### config.mk
export PLATFORM = sky130hd
export DESIGN_NAME = windowed_section_sender
export DESIGN_NICKNAME = d
export VERILOG_FILES = /design/src/rtl/wss_pkg.sv /design/src/rtl/wss_fifo.sv /design/src/rtl/wss_front.sv /design/src/rtl/wss_back.sv /design/src/rtl/windowed_section_sender.sv
export SDC_FILE = /design/constraint.sdc
export NUM_CORES = 1
export LEC_CHECK = 0
export BUFFER_PORTS_ARGS = -buffer_cell sky130_fd_sc_hd__buf_4
export CORE_MARGIN = 4
export CORE_UTILIZATION = 66
export CTS_CLUSTER_DIAMETER = 60
export DETAILED_ROUTE_END_ITERATION = 8
export PLACE_DENSITY = 0.85
export SLEW_MARGIN = 20
export SYNTH_ARGS = -nofsm -noshare
export SYNTH_HDL_FRONTEND = slang
export SYNTH_SLANG_ARGS = --single-unit
### constraint.sdc
create_clock -name clk_i -period 13.65 [get_ports clk_i]
set_clock_uncertainty 0.05 [all_clocks]
set_input_delay 0.6825 -clock clk_i [delete_from_list [all_inputs] [get_ports clk_i]]
set_output_delay 0.6825 -clock clk_i [all_outputs]
set_load 0.01 [all_outputs]
### src/rtl/wss_pkg.sv
// shared types and codes of the windowed section sender
package wss_pkg;

  localparam int KindW = 3;
  localparam int NetW = 8;
  localparam int SeqW = 3;
  localparam int AddrW = 32;
  localparam int LenW = 3;
  localparam int SizeW = 16;

  localparam logic [KindW-1:0] KIND_START_OK = 3'd0;
  localparam logic [KindW-1:0] KIND_BUSY = 3'd1;
  localparam logic [KindW-1:0] KIND_PARAM_ERR = 3'd2;
  localparam logic [KindW-1:0] KIND_DATA = 3'd3;
  localparam logic [KindW-1:0] KIND_PAUSE_ALARM = 3'd4;
  localparam logic [KindW-1:0] KIND_DONE_ALARM = 3'd5;

  localparam logic [1:0] CMD_TICK = 2'd0;
  localparam logic [1:0] CMD_START = 2'd1;
  localparam logic [1:0] CMD_CAPTURE = 2'd2;
  localparam logic [1:0] CMD_REPORT = 2'd3;

  localparam logic [2:0] FLOW_SEND = 3'd0;
  localparam logic [2:0] FLOW_WAIT = 3'd1;
  localparam logic [2:0] FLOW_RESEND = 3'd2;
  localparam logic [2:0] FLOW_DONE = 3'd3;
  localparam logic [2:0] FLOW_ABORT = 3'd4;

  // work handed from the front to the back; size carries the window byte count, or the echoed size of a start-ok job
  typedef struct packed {
    logic win;
    logic [KindW-1:0] kind;
    logic [NetW-1:0] dest;
    logic [AddrW-1:0] addr;
    logic [SizeW-1:0] size;
  } job_t;

  typedef struct packed {
    logic [KindW-1:0] kind;
    logic [NetW-1:0] dest;
    logic [SeqW-1:0] seq;
    logic [AddrW-1:0] addr;
    logic [LenW-1:0] len;
    logic [SizeW-1:0] size;
    logic last;
  } result_t;

endpackage

### src/rtl/wss_fifo.sv
// small first-in first-out queue of flip-flops
module wss_fifo #(
  parameter int Width = 8,
  parameter int Depth = 2
) (
  input  logic             clk_i,
  input  logic             rst_ni,
  input  logic             push_i,
  input  logic [Width-1:0] data_i,
  output logic             full_o,
  input  logic             pop_i,
  output logic [Width-1:0] data_o,
  output logic             empty_o
);
  localparam int PtrW = (Depth > 1) ? $clog2(Depth) : 1;
  localparam int CntW = $clog2(Depth + 1);

  logic [Width-1:0] mem_q [Depth];
  logic [PtrW-1:0] wr_ptr_q, wr_ptr_d, rd_ptr_q, rd_ptr_d;
  logic [CntW-1:0] cnt_q, cnt_d;
  logic do_push, do_pop;

  assign full_o = (cnt_q == CntW'(Depth));
  assign empty_o = (cnt_q == '0);
  assign do_push = push_i && !full_o;
  assign do_pop = pop_i && !empty_o;
  assign data_o = mem_q[rd_ptr_q];

  always_comb begin
    wr_ptr_d = wr_ptr_q;
    rd_ptr_d = rd_ptr_q;
    cnt_d = cnt_q;
    if (do_push) begin
      wr_ptr_d = (wr_ptr_q == PtrW'(Depth - 1)) ? '0 : wr_ptr_q + 1'b1;
    end
    if (do_pop) begin
      rd_ptr_d = (rd_ptr_q == PtrW'(Depth - 1)) ? '0 : rd_ptr_q + 1'b1;
    end
    if (do_push && !do_pop) begin
      cnt_d = cnt_q + 1'b1;
    end else if (do_pop && !do_push) begin
      cnt_d = cnt_q - 1'b1;
    end
  end

  always_ff @(posedge clk_i or negedge rst_ni) begin
    if (!rst_ni) begin
      wr_ptr_q <= '0;
      rd_ptr_q <= '0;
      cnt_q <= '0;
    end else begin
      wr_ptr_q <= wr_ptr_d;
      rd_ptr_q <= rd_ptr_d;
      cnt_q <= cnt_d;
    end
  end

  always_ff @(posedge clk_i) begin
    if (do_push) begin
      mem_q[wr_ptr_q] <= data_i;
    end
  end

endmodule

### src/rtl/wss_front.sv
// front stage: takes requests, keeps the sender state and queues work
module wss_front #(
  parameter int SectionBytes = 6,
  parameter int WindowSections = 8
) (
  input  logic                 clk_i,
  input  logic                 rst_ni,
  input  logic                 cfg_valid_i,
  input  logic [7:0]           cfg_data_i,
  input  logic                 accept_i,
  input  logic [1:0]           command_i,
  input  logic [7:0]           net_id_i,
  input  logic [2:0]           request_code_i,
  input  logic [31:0]          capture_addr_i,
  input  logic [15:0]          capture_size_i,
  output wss_pkg::job_t        job_o,
  output logic                 job_push_o
);
  import wss_pkg::*;

  localparam int Slots = (WindowSections < 8) ? WindowSections : 8;
  localparam int WinBytes = Slots * SectionBytes;

  localparam logic [2:0] ST_IDLE = 3'd0;
  localparam logic [2:0] ST_NOT_READY = 3'd1;
  localparam logic [2:0] ST_READY = 3'd2;
  localparam logic [2:0] ST_ACTIVE = 3'd3;
  localparam logic [2:0] ST_RESEND = 3'd4;
  localparam logic [2:0] ST_PAUSE = 3'd5;
  localparam logic [2:0] ST_ABORT = 3'd6;
  localparam logic [2:0] ST_DONE = 3'd7;

  logic [7:0] limit_q;
  logic armed_q, armed_d;
  logic [2:0] state_q, state_d;
  logic [7:0] reply_q, reply_d;
  logic [31:0] base_q, base_d;
  logic [15:0] size_q, size_d;
  logic [15:0] send_off_q, send_off_d;
  logic [15:0] win_off_q, win_off_d;
  logic [7:0] pause_q, pause_d;

  // tick intermediate values
  logic [2:0] st1;
  logic [15:0] off1, win1, rem, win_bytes;
  logic [7:0] pc1;
  logic tick_disarm, tick_alarm;

  always_comb begin
    st1 = state_q;
    off1 = send_off_q;
    win1 = win_off_q;
    pc1 = pause_q;
    tick_disarm = 1'b0;
    tick_alarm = 1'b0;
    case (state_q)
      ST_IDLE, ST_ABORT, ST_DONE: begin
        tick_disarm = 1'b1;
      end
      ST_READY: begin
        st1 = ST_ACTIVE;
      end
      ST_ACTIVE: begin
        win1 = send_off_q;
      end
      ST_RESEND: begin
        off1 = win_off_q;
        st1 = ST_ACTIVE;
      end
      ST_PAUSE: begin
        pc1 = (pause_q == 8'hff) ? pause_q : pause_q + 1'b1;
        if (pc1 >= limit_q) begin
          tick_alarm = 1'b1;
          tick_disarm = 1'b1;
        end
      end
      default: begin
      end
    endcase
    rem = size_q - off1;
    win_bytes = (rem > 16'(WinBytes)) ? 16'(WinBytes) : rem;
  end

  always_comb begin
    armed_d = armed_q;
    state_d = state_q;
    reply_d = reply_q;
    base_d = base_q;
    size_d = size_q;
    send_off_d = send_off_q;
    win_off_d = win_off_q;
    pause_d = pause_q;
    job_push_o = 1'b0;
    job_o = '0;
    job_o.dest = net_id_i;
    if (accept_i) begin
      case (command_i)
        CMD_TICK: begin
          if (armed_q) begin
            state_d = st1;
            send_off_d = off1;
            win_off_d = win1;
            pause_d = pc1;
            if (tick_alarm) begin
              job_push_o = 1'b1;
              job_o.kind = KIND_PAUSE_ALARM;
              job_o.dest = reply_q;
            end
            if (!tick_disarm && st1 == ST_ACTIVE) begin
              if (off1 < size_q) begin
                job_push_o = 1'b1;
                job_o.win = 1'b1;
                job_o.kind = KIND_DATA;
                job_o.dest = reply_q;
                job_o.addr = base_q + {16'd0, off1};
                job_o.size = win_bytes;
                send_off_d = off1 + win_bytes;
              end
              pause_d = '0;
              state_d = ST_PAUSE;
            end
            if (tick_disarm) begin
              armed_d = 1'b0;
              state_d = ST_IDLE;
              base_d = '0;
              size_d = '0;
              send_off_d = '0;
              win_off_d = '0;
              pause_d = '0;
            end
          end
        end
        CMD_START: begin
          job_push_o = 1'b1;
          if (request_code_i >= 3'd3) begin
            job_o.kind = KIND_PARAM_ERR;
          end else if (armed_q) begin
            job_o.kind = KIND_BUSY;
          end else begin
            job_o.kind = KIND_START_OK;
            job_o.size = capture_size_i;
            armed_d = 1'b1;
            state_d = ST_NOT_READY;
            reply_d = net_id_i;
          end
        end
        CMD_CAPTURE: begin
          if (armed_q) begin
            base_d = capture_addr_i;
            size_d = capture_size_i;
            state_d = ST_READY;
            send_off_d = '0;
            win_off_d = '0;
            pause_d = '0;
          end
        end
        CMD_REPORT: begin
          if (armed_q) begin
            case (request_code_i)
              FLOW_SEND, FLOW_WAIT: begin
                if (send_off_q >= size_q) begin
                  state_d = ST_DONE;
                  job_push_o = 1'b1;
                  job_o.kind = KIND_DONE_ALARM;
                end else begin
                  state_d = (request_code_i == FLOW_SEND) ? ST_ACTIVE : ST_PAUSE;
                end
              end
              FLOW_RESEND: begin
                state_d = ST_RESEND;
              end
              FLOW_DONE, FLOW_ABORT: begin
                armed_d = 1'b0;
                state_d = ST_IDLE;
                base_d = '0;
                size_d = '0;
                send_off_d = '0;
                win_off_d = '0;
                pause_d = '0;
              end
              default: begin
              end
            endcase
          end
        end
        default: begin
        end
      endcase
    end
  end

  always_ff @(posedge clk_i or negedge rst_ni) begin
    if (!rst_ni) begin
      limit_q <= 8'd35;
      armed_q <= 1'b0;
      state_q <= ST_IDLE;
      reply_q <= '0;
      base_q <= '0;
      size_q <= '0;
      send_off_q <= '0;
      win_off_q <= '0;
      pause_q <= '0;
    end else begin
      if (cfg_valid_i) begin
        limit_q <= cfg_data_i;
      end
      armed_q <= armed_d;
      state_q <= state_d;
      reply_q <= reply_d;
      base_q <= base_d;
      size_q <= size_d;
      send_off_q <= send_off_d;
      win_off_q <= win_off_d;
      pause_q <= pause_d;
    end
  end

endmodule

### src/rtl/wss_back.sv
// back stage: turns queued work into results, one section per cycle while the result queue has room
module wss_back #(
  parameter int SectionBytes = 6,
  parameter int WindowSections = 8
) (
  input  logic             clk_i,
  input  logic             rst_ni,
  input  wss_pkg::job_t    job_i,
  input  logic             job_valid_i,
  output logic             job_pop_o,
  output wss_pkg::result_t res_o,
  output logic             res_push_o,
  input  logic             res_full_i
);
  import wss_pkg::*;

  localparam int Slots = (WindowSections < 8) ? WindowSections : 8;
  localparam int RemW = $clog2(Slots * SectionBytes + 1);
  localparam int SecW = $clog2(SectionBytes + 1);

  logic busy_q, busy_d;
  logic [SeqW-1:0] seq_q, seq_d;
  logic [AddrW-1:0] addr_q, addr_d;
  logic [RemW-1:0] rem_q, rem_d;
  logic [NetW-1:0] dest_q, dest_d;

  logic [SeqW-1:0] cur_seq;
  logic [AddrW-1:0] cur_addr;
  logic [RemW-1:0] cur_rem;
  logic [NetW-1:0] cur_dest;
  logic [SecW-1:0] sec_len;
  logic sec_last, win_go, single_go;

  // a window's first section comes straight from the queue head
  assign cur_seq = busy_q ? seq_q : '0;
  assign cur_addr = busy_q ? addr_q : job_i.addr;
  assign cur_rem = busy_q ? rem_q : RemW'(job_i.size);
  assign cur_dest = busy_q ? dest_q : job_i.dest;
  assign sec_last = (cur_rem <= RemW'(SectionBytes));
  assign sec_len = sec_last ? SecW'(cur_rem) : SecW'(SectionBytes);

  assign win_go = (busy_q || (job_valid_i && job_i.win)) && !res_full_i;
  assign single_go = !busy_q && job_valid_i && !job_i.win && !res_full_i;
  assign job_pop_o = single_go || (win_go && !busy_q);
  assign res_push_o = win_go || single_go;

  always_comb begin
    res_o = '0;
    if (win_go) begin
      res_o.kind = KIND_DATA;
      res_o.dest = cur_dest;
      res_o.seq = cur_seq;
      res_o.addr = cur_addr;
      res_o.len = LenW'(sec_len);
      res_o.last = sec_last;
    end else begin
      res_o.kind = job_i.kind;
      res_o.dest = job_i.dest;
      res_o.size = job_i.size;
      res_o.last = 1'b1;
    end
  end

  always_comb begin
    busy_d = busy_q;
    seq_d = seq_q;
    addr_d = addr_q;
    rem_d = rem_q;
    dest_d = dest_q;
    if (win_go) begin
      busy_d = !sec_last;
      seq_d = cur_seq + 1'b1;
      addr_d = cur_addr + AddrW'(sec_len);
      rem_d = cur_rem - RemW'(sec_len);
      dest_d = cur_dest;
    end
  end

  always_ff @(posedge clk_i or negedge rst_ni) begin
    if (!rst_ni) begin
      busy_q <= 1'b0;
    end else begin
      busy_q <= busy_d;
    end
  end

  always_ff @(posedge clk_i) begin
    seq_q <= seq_d;
    addr_q <= addr_d;
    rem_q <= rem_d;
    dest_q <= dest_d;
  end

endmodule

### src/rtl/windowed_section_sender.sv
// Windowed section sender: a request is accepted on any cycle in which push is high and
// full is low, one per cycle while the four-entry work queue between the front and back
// stages has room. Start requests, capture events and flow reports are settled in the front
// stage in the accepting cycle; a tick that opens a window queues one job from which the
// back stage emits one data section per cycle while the result queue has room; a window
// holds up to 8 sections, and every other job yields one result. Results wait in a
// two-entry result queue and are read with pop while empty is low. pause_limit is written
// through the cfg channel, which is always ready, and resets to 35.
module windowed_section_sender #(
  parameter int SECTION_BYTES = 6,
  parameter int WINDOW_SECTIONS = 8
) (
  input  logic        clk_i,
  input  logic        rst_ni,
  input  logic        cfg_valid_i,
  output logic        cfg_ready_o,
  input  logic [7:0]  cfg_data_i,
  input  logic        push,
  output logic        full,
  input  logic [1:0]  command_i,
  input  logic [7:0]  net_id_i,
  input  logic [2:0]  request_code_i,
  input  logic [31:0] capture_addr_i,
  input  logic [15:0] capture_size_i,
  output logic        empty,
  input  logic        pop,
  output logic [2:0]  result_kind_o,
  output logic [7:0]  dest_net_o,
  output logic [2:0]  seq_num_o,
  output logic [31:0] section_addr_o,
  output logic [2:0]  section_length_o,
  output logic [15:0] reported_size_o,
  output logic        last_o
);
  import wss_pkg::*;

  job_t job_in, job_head;
  result_t res_in, res_head;
  logic job_push, job_pop, job_empty;
  logic res_push, res_full;
  logic accept;

  assign cfg_ready_o = 1'b1;
  assign accept = push && !full;

  wss_front #(
    .SectionBytes(SECTION_BYTES),
    .WindowSections(WINDOW_SECTIONS)
  ) u_front (
    .clk_i,
    .rst_ni,
    .cfg_valid_i,
    .cfg_data_i,
    .accept_i(accept),
    .command_i,
    .net_id_i,
    .request_code_i,
    .capture_addr_i,
    .capture_size_i,
    .job_o(job_in),
    .job_push_o(job_push)
  );

  wss_fifo #(
    .Width($bits(job_t)),
    .Depth(4)
  ) u_job_q (
    .clk_i,
    .rst_ni,
    .push_i(job_push),
    .data_i(job_in),
    .full_o(full),
    .pop_i(job_pop),
    .data_o(job_head),
    .empty_o(job_empty)
  );

  wss_back #(
    .SectionBytes(SECTION_BYTES),
    .WindowSections(WINDOW_SECTIONS)
  ) u_back (
    .clk_i,
    .rst_ni,
    .job_i(job_head),
    .job_valid_i(!job_empty),
    .job_pop_o(job_pop),
    .res_o(res_in),
    .res_push_o(res_push),
    .res_full_i(res_full)
  );

  wss_fifo #(
    .Width($bits(result_t)),
    .Depth(2)
  ) u_res_q (
    .clk_i,
    .rst_ni,
    .push_i(res_push),
    .data_i(res_in),
    .full_o(res_full),
    .pop_i(pop),
    .data_o(res_head),
    .empty_o(empty)
  );

  assign result_kind_o = res_head.kind;
  assign dest_net_o = res_head.dest;
  assign seq_num_o = res_head.seq;
  assign section_addr_o = res_head.addr;
  assign section_length_o = res_head.len;
  assign reported_size_o = res_head.size;
  assign last_o = res_head.last;

`ifndef SYNTHESIS
  // every result other than a data section stands alone
  a_single_last: assert property (@(posedge clk_i) disable iff (!rst_ni)
    (!empty && result_kind_o != KIND_DATA) |-> last_o)
    else $error("non-data result without last");

  a_nondata_zero: assert property (@(posedge clk_i) disable iff (!rst_ni)
    (!empty && result_kind_o != KIND_DATA) |->
      (seq_num_o == '0 && section_addr_o == '0 && section_length_o == '0))
    else $error("non-data result carries section fields");

  a_size_only_start: assert property (@(posedge clk_i) disable iff (!rst_ni)
    (!empty && result_kind_o != KIND_START_OK) |-> reported_size_o == '0)
    else $error("size echoed outside a start-ok result");

  a_kind_known: assert property (@(posedge clk_i) disable iff (!rst_ni)
    !empty |-> (result_kind_o <= KIND_DONE_ALARM))
    else $error("result kind out of range");
`endif

endmodule

==> results.toml, run 1 <==
[die]
initial_core_util_pct = 67.20
core.rowCount = 72
die_h_um = 206.8
boundaryPins = 143
die_w_um = 206.8
coreArea_mm2 = 0.03883
dieArea_mm2 = 0.04278

[clock_network]
tritoncts = "done"
clockBufferDepth = 3
clock_latency_ps = 610
cts_root_buf = "clkbuf_16"
ctsHoldBuffers = 0
clk_pin_slew_worst_paths_ps = 70
post_cts_buffers = 0
cts_resized = 0
h-tree-depth = 2
numCtsBuffers = 55
cts.sinks = 541

[timing]
post-route-period-util_pct = 45.79
rsz0062_at_grt = "false"
hold_viol = 0
fmax_ghz = 0.1600
min_period_ps = 6250
setup_viol_count_final = 0
timing.final.ws_setup_ps = 7400
max_slew_margin_pct = 26.02
fin_setup_tns_ps = 0
report.final.slew_viol_count = 0
worst_slew_pin_slew_ps = 1106

[detailed_routing]
vias = 17030
vias_per_cell = 6.355
drtPass1Iterations = 6
drcViolationCount = 0
wire_per_inst_um = 23.64
drtIter0Drc = 1631
antenna_left = 0
route.final.wire_length_um = 63330

[place]
place_area_mm2 = 0.02765
dp_cells = 2576
dp_hpwl_um = 42290
dp_slack_ps = 7495
gp_congestion = 0.9192
portBuffers = 141

[cells_and_area]
utilization_pct = 75.65
num_antenna_cells = 0
final_cells = 2679
final_common_cell = "edfxtp_1"
design_area_mm2 = 0.02937
area_growth_pct = 12.58
layout.nets = 2282
drive_above_1_share_pct = 21.10
layout_common_cells = "edfxtp_1, nand2_1, buf_4, nor2_1, dfrtp_1"

[pwr]
p_leak_nw = 11.57
power.density_mw_per_mm2 = 246.9
ir_drop_uv = 143.2

[synth]
netlist_area_mm2 = 0.02609
ys_seq_area_share_pct = 59.98
synth_edf_count = 421
synth_ff_type = "edfxtp_1"
yosys_warnings = 0
syn_inst = 1969
synth_seq_cells = 541
synth.avg_cell_area_um2 = 13.25
synth.distinct_cells = 93
async_reset_ff_share_pct = 22.18

[global_routing]
grtUsageTotal_pct = 30.15
grt_pass1_vias = 17430
antenna_found_initial = 0
globalRoute.totalOverflow = 0
grt_start_max_net_pins = 82
grt_first_pass_wirelength_um = 99300

[setup_path]
required_ps = 14070
cp_slowest_cell = "dfrtp_1"
crit_type = "register to register"
slowest_delay_ps = 440
cp-end-kind = "register"
cp-start-kind = "register"
cp.arrival_ps = 6670
crit_fanout = 17

[status]
status = "finished clean"

[run]
max_cap_viol_count = 0

[worst_hold_path]
hold_path_class = "primary input to asynchronous set/reset pin"
state kept, by name, indices dropped and copies added (netlist names), 2 cells and up:
name and count:
u_back.addr_q 32, u_back.dest_q 8, u_back.rem_q 6, u_back.seq_q 3
u_front.base_q 32, u_front.limit_q 8, u_front.pause_q 8, u_front.reply_q 8
u_front.send_off_q 16, u_front.size_q 16, u_front.state_q 3, u_front.win_off_q 16
u_job_q.cnt_q 3, u_job_q.mem_q 240, u_job_q.rd_ptr_q 2, u_job_q.wr_ptr_q 2
u_res_q.cnt_q 2, u_res_q.mem_q 132
critical path, delay by kind of cell (launching register included):
family	cells	cell delay [ps]
compound gates	13	2650
simple gates	6	1080
fa+ha+maj	3	850
buf+inv	4	670
flops	1	440
mux	1	210
xor+xnor	1	150
routing by layer:
layer	wire length (um)	vias to the layer above	GRT usage, %	part of all wire (%)
met5	0	-	0	0
met1	25230	8441	41.27	40
met2	30800	833	49.41	49
met3	5401	142	6.796	8.5
li1	-	7610	-	-
met4	1895	0	8.947	3.0
path summary, 6_finish.rpt:
| kind | start | to | cells after the start | slack (ps) |
|---|---|---|---|---|
| setup / recovery | u_front.state_q[1] | u_front.send_off_q[14] | 28 | 7400 |
| hold / removal | rst_ni | u_front.base_q[31] | 1 | 60 |
| setup reg to reg | u_front.state_q[1] | u_front.send_off_q[14] | 28 | 7400 |
| hold reg to reg | u_front.win_off_q[6] | u_front.win_off_q[6] | 2 | 420 |
| max in group asynchronous | rst_ni | u_job_q.rd_ptr_q[0] | 2 | 12290 |
| min in group clk_i | cfg_data_i[7] | u_front.limit_q[7] | 3 | 240 |
report_power, final:
| part | internal (W) | switching, W | total (W) |
|---|---|---|---|
| clock network | 0.000806 | 0.000636 | 0.00144 |
| registers | 0.00245 | 0.000298 | 0.00275 |
| logic | 0.00130 | 0.00176 | 0.00306 |
| total | 0.00456 | 0.00270 | 0.00725 |
cell type report:
type / instances / area (um2)
Fill cell: 2329 / 9453
Clock buffer: 79 / 1539
Timing Repair Buffer: 159 / 1197
Multi-Input combinational cell: 1282 / 9866
Tap cell: 518 / 648.1
Clock inverter: 24 / 180.2
Sequential cell: 541 / 15660
Inverter: 76 / 285.3
logic make-up (layout without fill, tap and decap cells):
kind of cell,Yosys count,after routing,synth area share [%]
adders and majority gates,93,93,4.604
xor gates and xnor gates,77,77,2.685
and+or+nand+nor,588,588,10.78
AOI/OAI and AO/OA,292,292,7.491
buffers and inverters,155,338,2.542
other,2,11,0.02878
muxes,221,221,11.89
DFF,541,541,59.98
per-stage QoR:
step	hold slack, ps	total power (W)
6_report	62.30	0.007252
5_1_grt	119.0	0.007656
4_1_cts	213.1	0.007247
3_5_place_dp	409.3	0.005775
3_3_place_gp	398.0	0.005663
2_1_floorplan	336.9	0.004849
cells in the mapped netlist, types with 14 or more instances:
library cell | instances | area share, %
nand3_1 | 94 | 1.8
xor2_1 | 24 | 0.81
nand2_1 | 184 | 2.6
mux4_2 | 60 | 5.2
mux2i_1 | 49 | 1.9
and2_1 | 42 | 1.0
edfxtp_1 | 421 | 48
dfrtp_1 | 117 | 11
inv_1 | 74 | 1.1
buf_2 | 20 | 0.38
nor3_1 | 31 | 0.59
mux2_2 | 109 | 4.7
xnor2_1 | 51 | 1.7
a21o_1 | 25 | 0.72
a21oi_1 | 68 | 1.3
o21a_1 | 14 | 0.40
nor2_1 | 139 | 2.0
ha_1 | 88 | 4.2
nor2b_1 | 15 | 0.36
o21ai_0 | 74 | 1.4
clkbuf_1 | 40 | 0.58
No activity file was read; power rests on OpenSTA's default activity.
==> run 2: changes to the inputs <==
--- a/config.mk
+++ b/config.mk
@@ -7,10 +7,10 @@
 export LEC_CHECK = 0
 export BUFFER_PORTS_ARGS = -buffer_cell sky130_fd_sc_hd__buf_4
 export CORE_MARGIN = 4
-export CORE_UTILIZATION = 66
+export CORE_UTILIZATION = 62
 export CTS_CLUSTER_DIAMETER = 60
 export DETAILED_ROUTE_END_ITERATION = 8
-export PLACE_DENSITY = 0.85
+export PLACE_DENSITY = 0.81
 export SLEW_MARGIN = 20
 export SYNTH_ARGS = -nofsm -noshare
 export SYNTH_HDL_FRONTEND = slang
==> constraint.sdc (replaced) <==
create_clock -name clk_i -period 6.3 [get_ports clk_i]
set_clock_uncertainty 0.05 [all_clocks]
set_input_delay 0.315 -clock clk_i [delete_from_list [all_inputs] [get_ports clk_i]]
set_output_delay 0.315 -clock clk_i [all_outputs]
set_load 0.01 [all_outputs]
==> results.toml, run 2 (same netlist as run 1, synthesis figures left out) <==
[clock_network]
cts.sinks = 541
clock_latency_ps = 600
numCtsBuffers = 54
clk_pin_slew_worst_paths_ps = 70
clockBufferDepth = 3
h-tree-depth = 2
tritoncts = "done"
cts_root_buf = "clkbuf_16"

[cells_and_area]
largest_reg_flops = 240
regMostFlops = "u_job_q.mem_q"
largestRegisters = "u_job_q.mem_q (240), u_res_q.mem_q (132)"
num_antenna_cells = 0
layout.nets = 2376
design_area_mm2 = 0.03058
final_common_cell = "edfxtp_1"
area_growth_pct = 17.21
layout_common_cells = "edfxtp_1, nand2_1, buf_4, nor2_1, dfrtp_1"
drive_above_1_share_pct = 21.65

[timing]
hold_viol = 0
fin_setup_tns_ps = 0
post-route-period-util_pct = 94.97
report.final.slew_viol_count = 0
fmax_ghz = 0.1671
setup_viol_count_final = 0
worst_slew_pin_slew_ps = 1004
min_period_ps = 5983
max_slew_margin_pct = 32.73
rsz0062_at_grt = "false"

[die]
coreArea_mm2 = 0.04120
initial_core_util_pct = 63.33
die_w_um = 213.1
core.rowCount = 74
dieArea_mm2 = 0.04543
die_h_um = 213.1
boundaryPins = 143

[place]
place_area_mm2 = 0.02782
dp_hpwl_um = 42730
portBuffers = 141
gp_congestion = 0.9364

[setup_path]
cp.arrival_ps = 6380
cp-start-kind = "register"
crit_fanout = 17
cp-end-kind = "register"
crit_type = "register to register"
required_ps = 6700

[global_routing]
antenna_found_initial = 0
grt_start_max_net_pins = 82
grtUsageTotal_pct = 29.44
grt_first_pass_wirelength_um = 103100
grt_pass1_vias = 17860
globalRoute.totalOverflow = 0

[pwr]
p_total_w = 0.01626
ir_drop_uv = 341.7
power.density_mw_per_mm2 = 531.7
p_leak_nw = 12.10

[run]
max_cap_viol_count = 0

[detailed_routing]
antenna_left = 0
drtIter0Drc = 1894
wl_met3_um = 4954
route.final.wire_length_um = 65510
wire_per_inst_um = 23.52
drcViolationCount = 0
vias_per_cell = 6.270
drtPass1Iterations = 5
vias = 17470
top_layer = "met4"
wl_met2_um = 32100
met1_length_um = 26220

[status]
status = "finished clean"

[worst_hold_path]
hold_path_class = "primary input to register"
run 2: cell types whose count changed in the layout (fill, tap and decap cells not counted), sizes merged:
cell,before,now
bufinv,1,10
clkbuf,79,70
buf,159,178
dlygate4sd3,0,76
clkinvlp,5,4
clkinv,17,13
inv,77,80
run 2: layout make-up:
type	count	area, um2
sequential	541	15660
fill	2486	10620
multi-input combinational	1282	9898
timing repair buffer	254	2151
clock buffer	70	1473
tap	532	665.6
clock inverter	31	452.9
inverter	76	285.3
run 2: worst paths after layout:
| kind | slack [ps] | to | from | depth (start not counted) |
|---|---|---|---|---|
| max in group asynchronous | 4780 | u_job_q.rd_ptr_q[0] | rst_ni | 3 |
| max | 320 | u_front.send_off_q[14] | u_front.state_q[1] | 25 |
| max reg2reg | 320 | u_front.send_off_q[14] | u_front.state_q[1] | 25 |
| min reg2reg | 420 | u_front.win_off_q[6] | u_front.win_off_q[6] | 2 |
| min in group asynchronous | 290 | u_front.base_q[30] | rst_ni | 2 |
| min | 20 | u_front.size_q[7] | capture_size_i[7] | 3 |
run 2: where the power goes:
group	internal (W)	leakage, nW	switching (W)
Clock	0.00208	0.934	0.00140
Combinational	0.00295	5.57	0.00394
Sequential	0.00529	5.60	0.000597
Total	0.0103	12.1	0.00594
run 2: timing repair:
action / in CTS / in global routing
buffers inserted: 0 / 6
hold endpoints to repair: 141 / 0
endpoints found under the setup margin: 0 / 5
hold buffers: 76 / 0
resized for setup: 0 / 5
run 2: metal layers:
layer | track usage (%) | vias to the layer above
met4 | 10.48 | 0
met3 | 4.643 | 172
met2 | 48.72 | 865
met1 | 40.34 | 8621
met5 | 0 | -
li1 | - | 7809
run 2: stage by stage:
step / instances / hold WS (ps) / setup slack, ps / utilization, %
after floorplan: 1978 / -30.59 / 129.0 / -
after CTS: 2780 / 3.049 / 164.2 / 74.03
after global placement: 2603 / 398.7 / 380.2 / 67.51
after global routing: 2786 / 33.54 / 26.52 / 74.22
final: 2786 / 23.14 / 316.9 / 74.22
after detailed placement: 2603 / 408.7 / 182.8 / 67.51
run 2: worst max-delay path: stages (launching register included):
cell and delay (ps):
dfrtp_1 450, inv_1 160, nand2_1 110, nor2_1 190, buf_12 220, mux2i_1 330
ha_1 400, a21oi_1 330, o21a_1 160, inv_1 80, a2111oi_1 520, nand4b_1 160
nand4bb_4 330, nor2_4 200, and2_1 150, ha_1 260, a21o_1 190, a21o_1 190
a21oi_1 210, o21ai_0 130, a21oi_2 200, o21bai_1 120, a41oi_1 280, a21oi_1 120
xnor2_1 160, o221ai_1 120
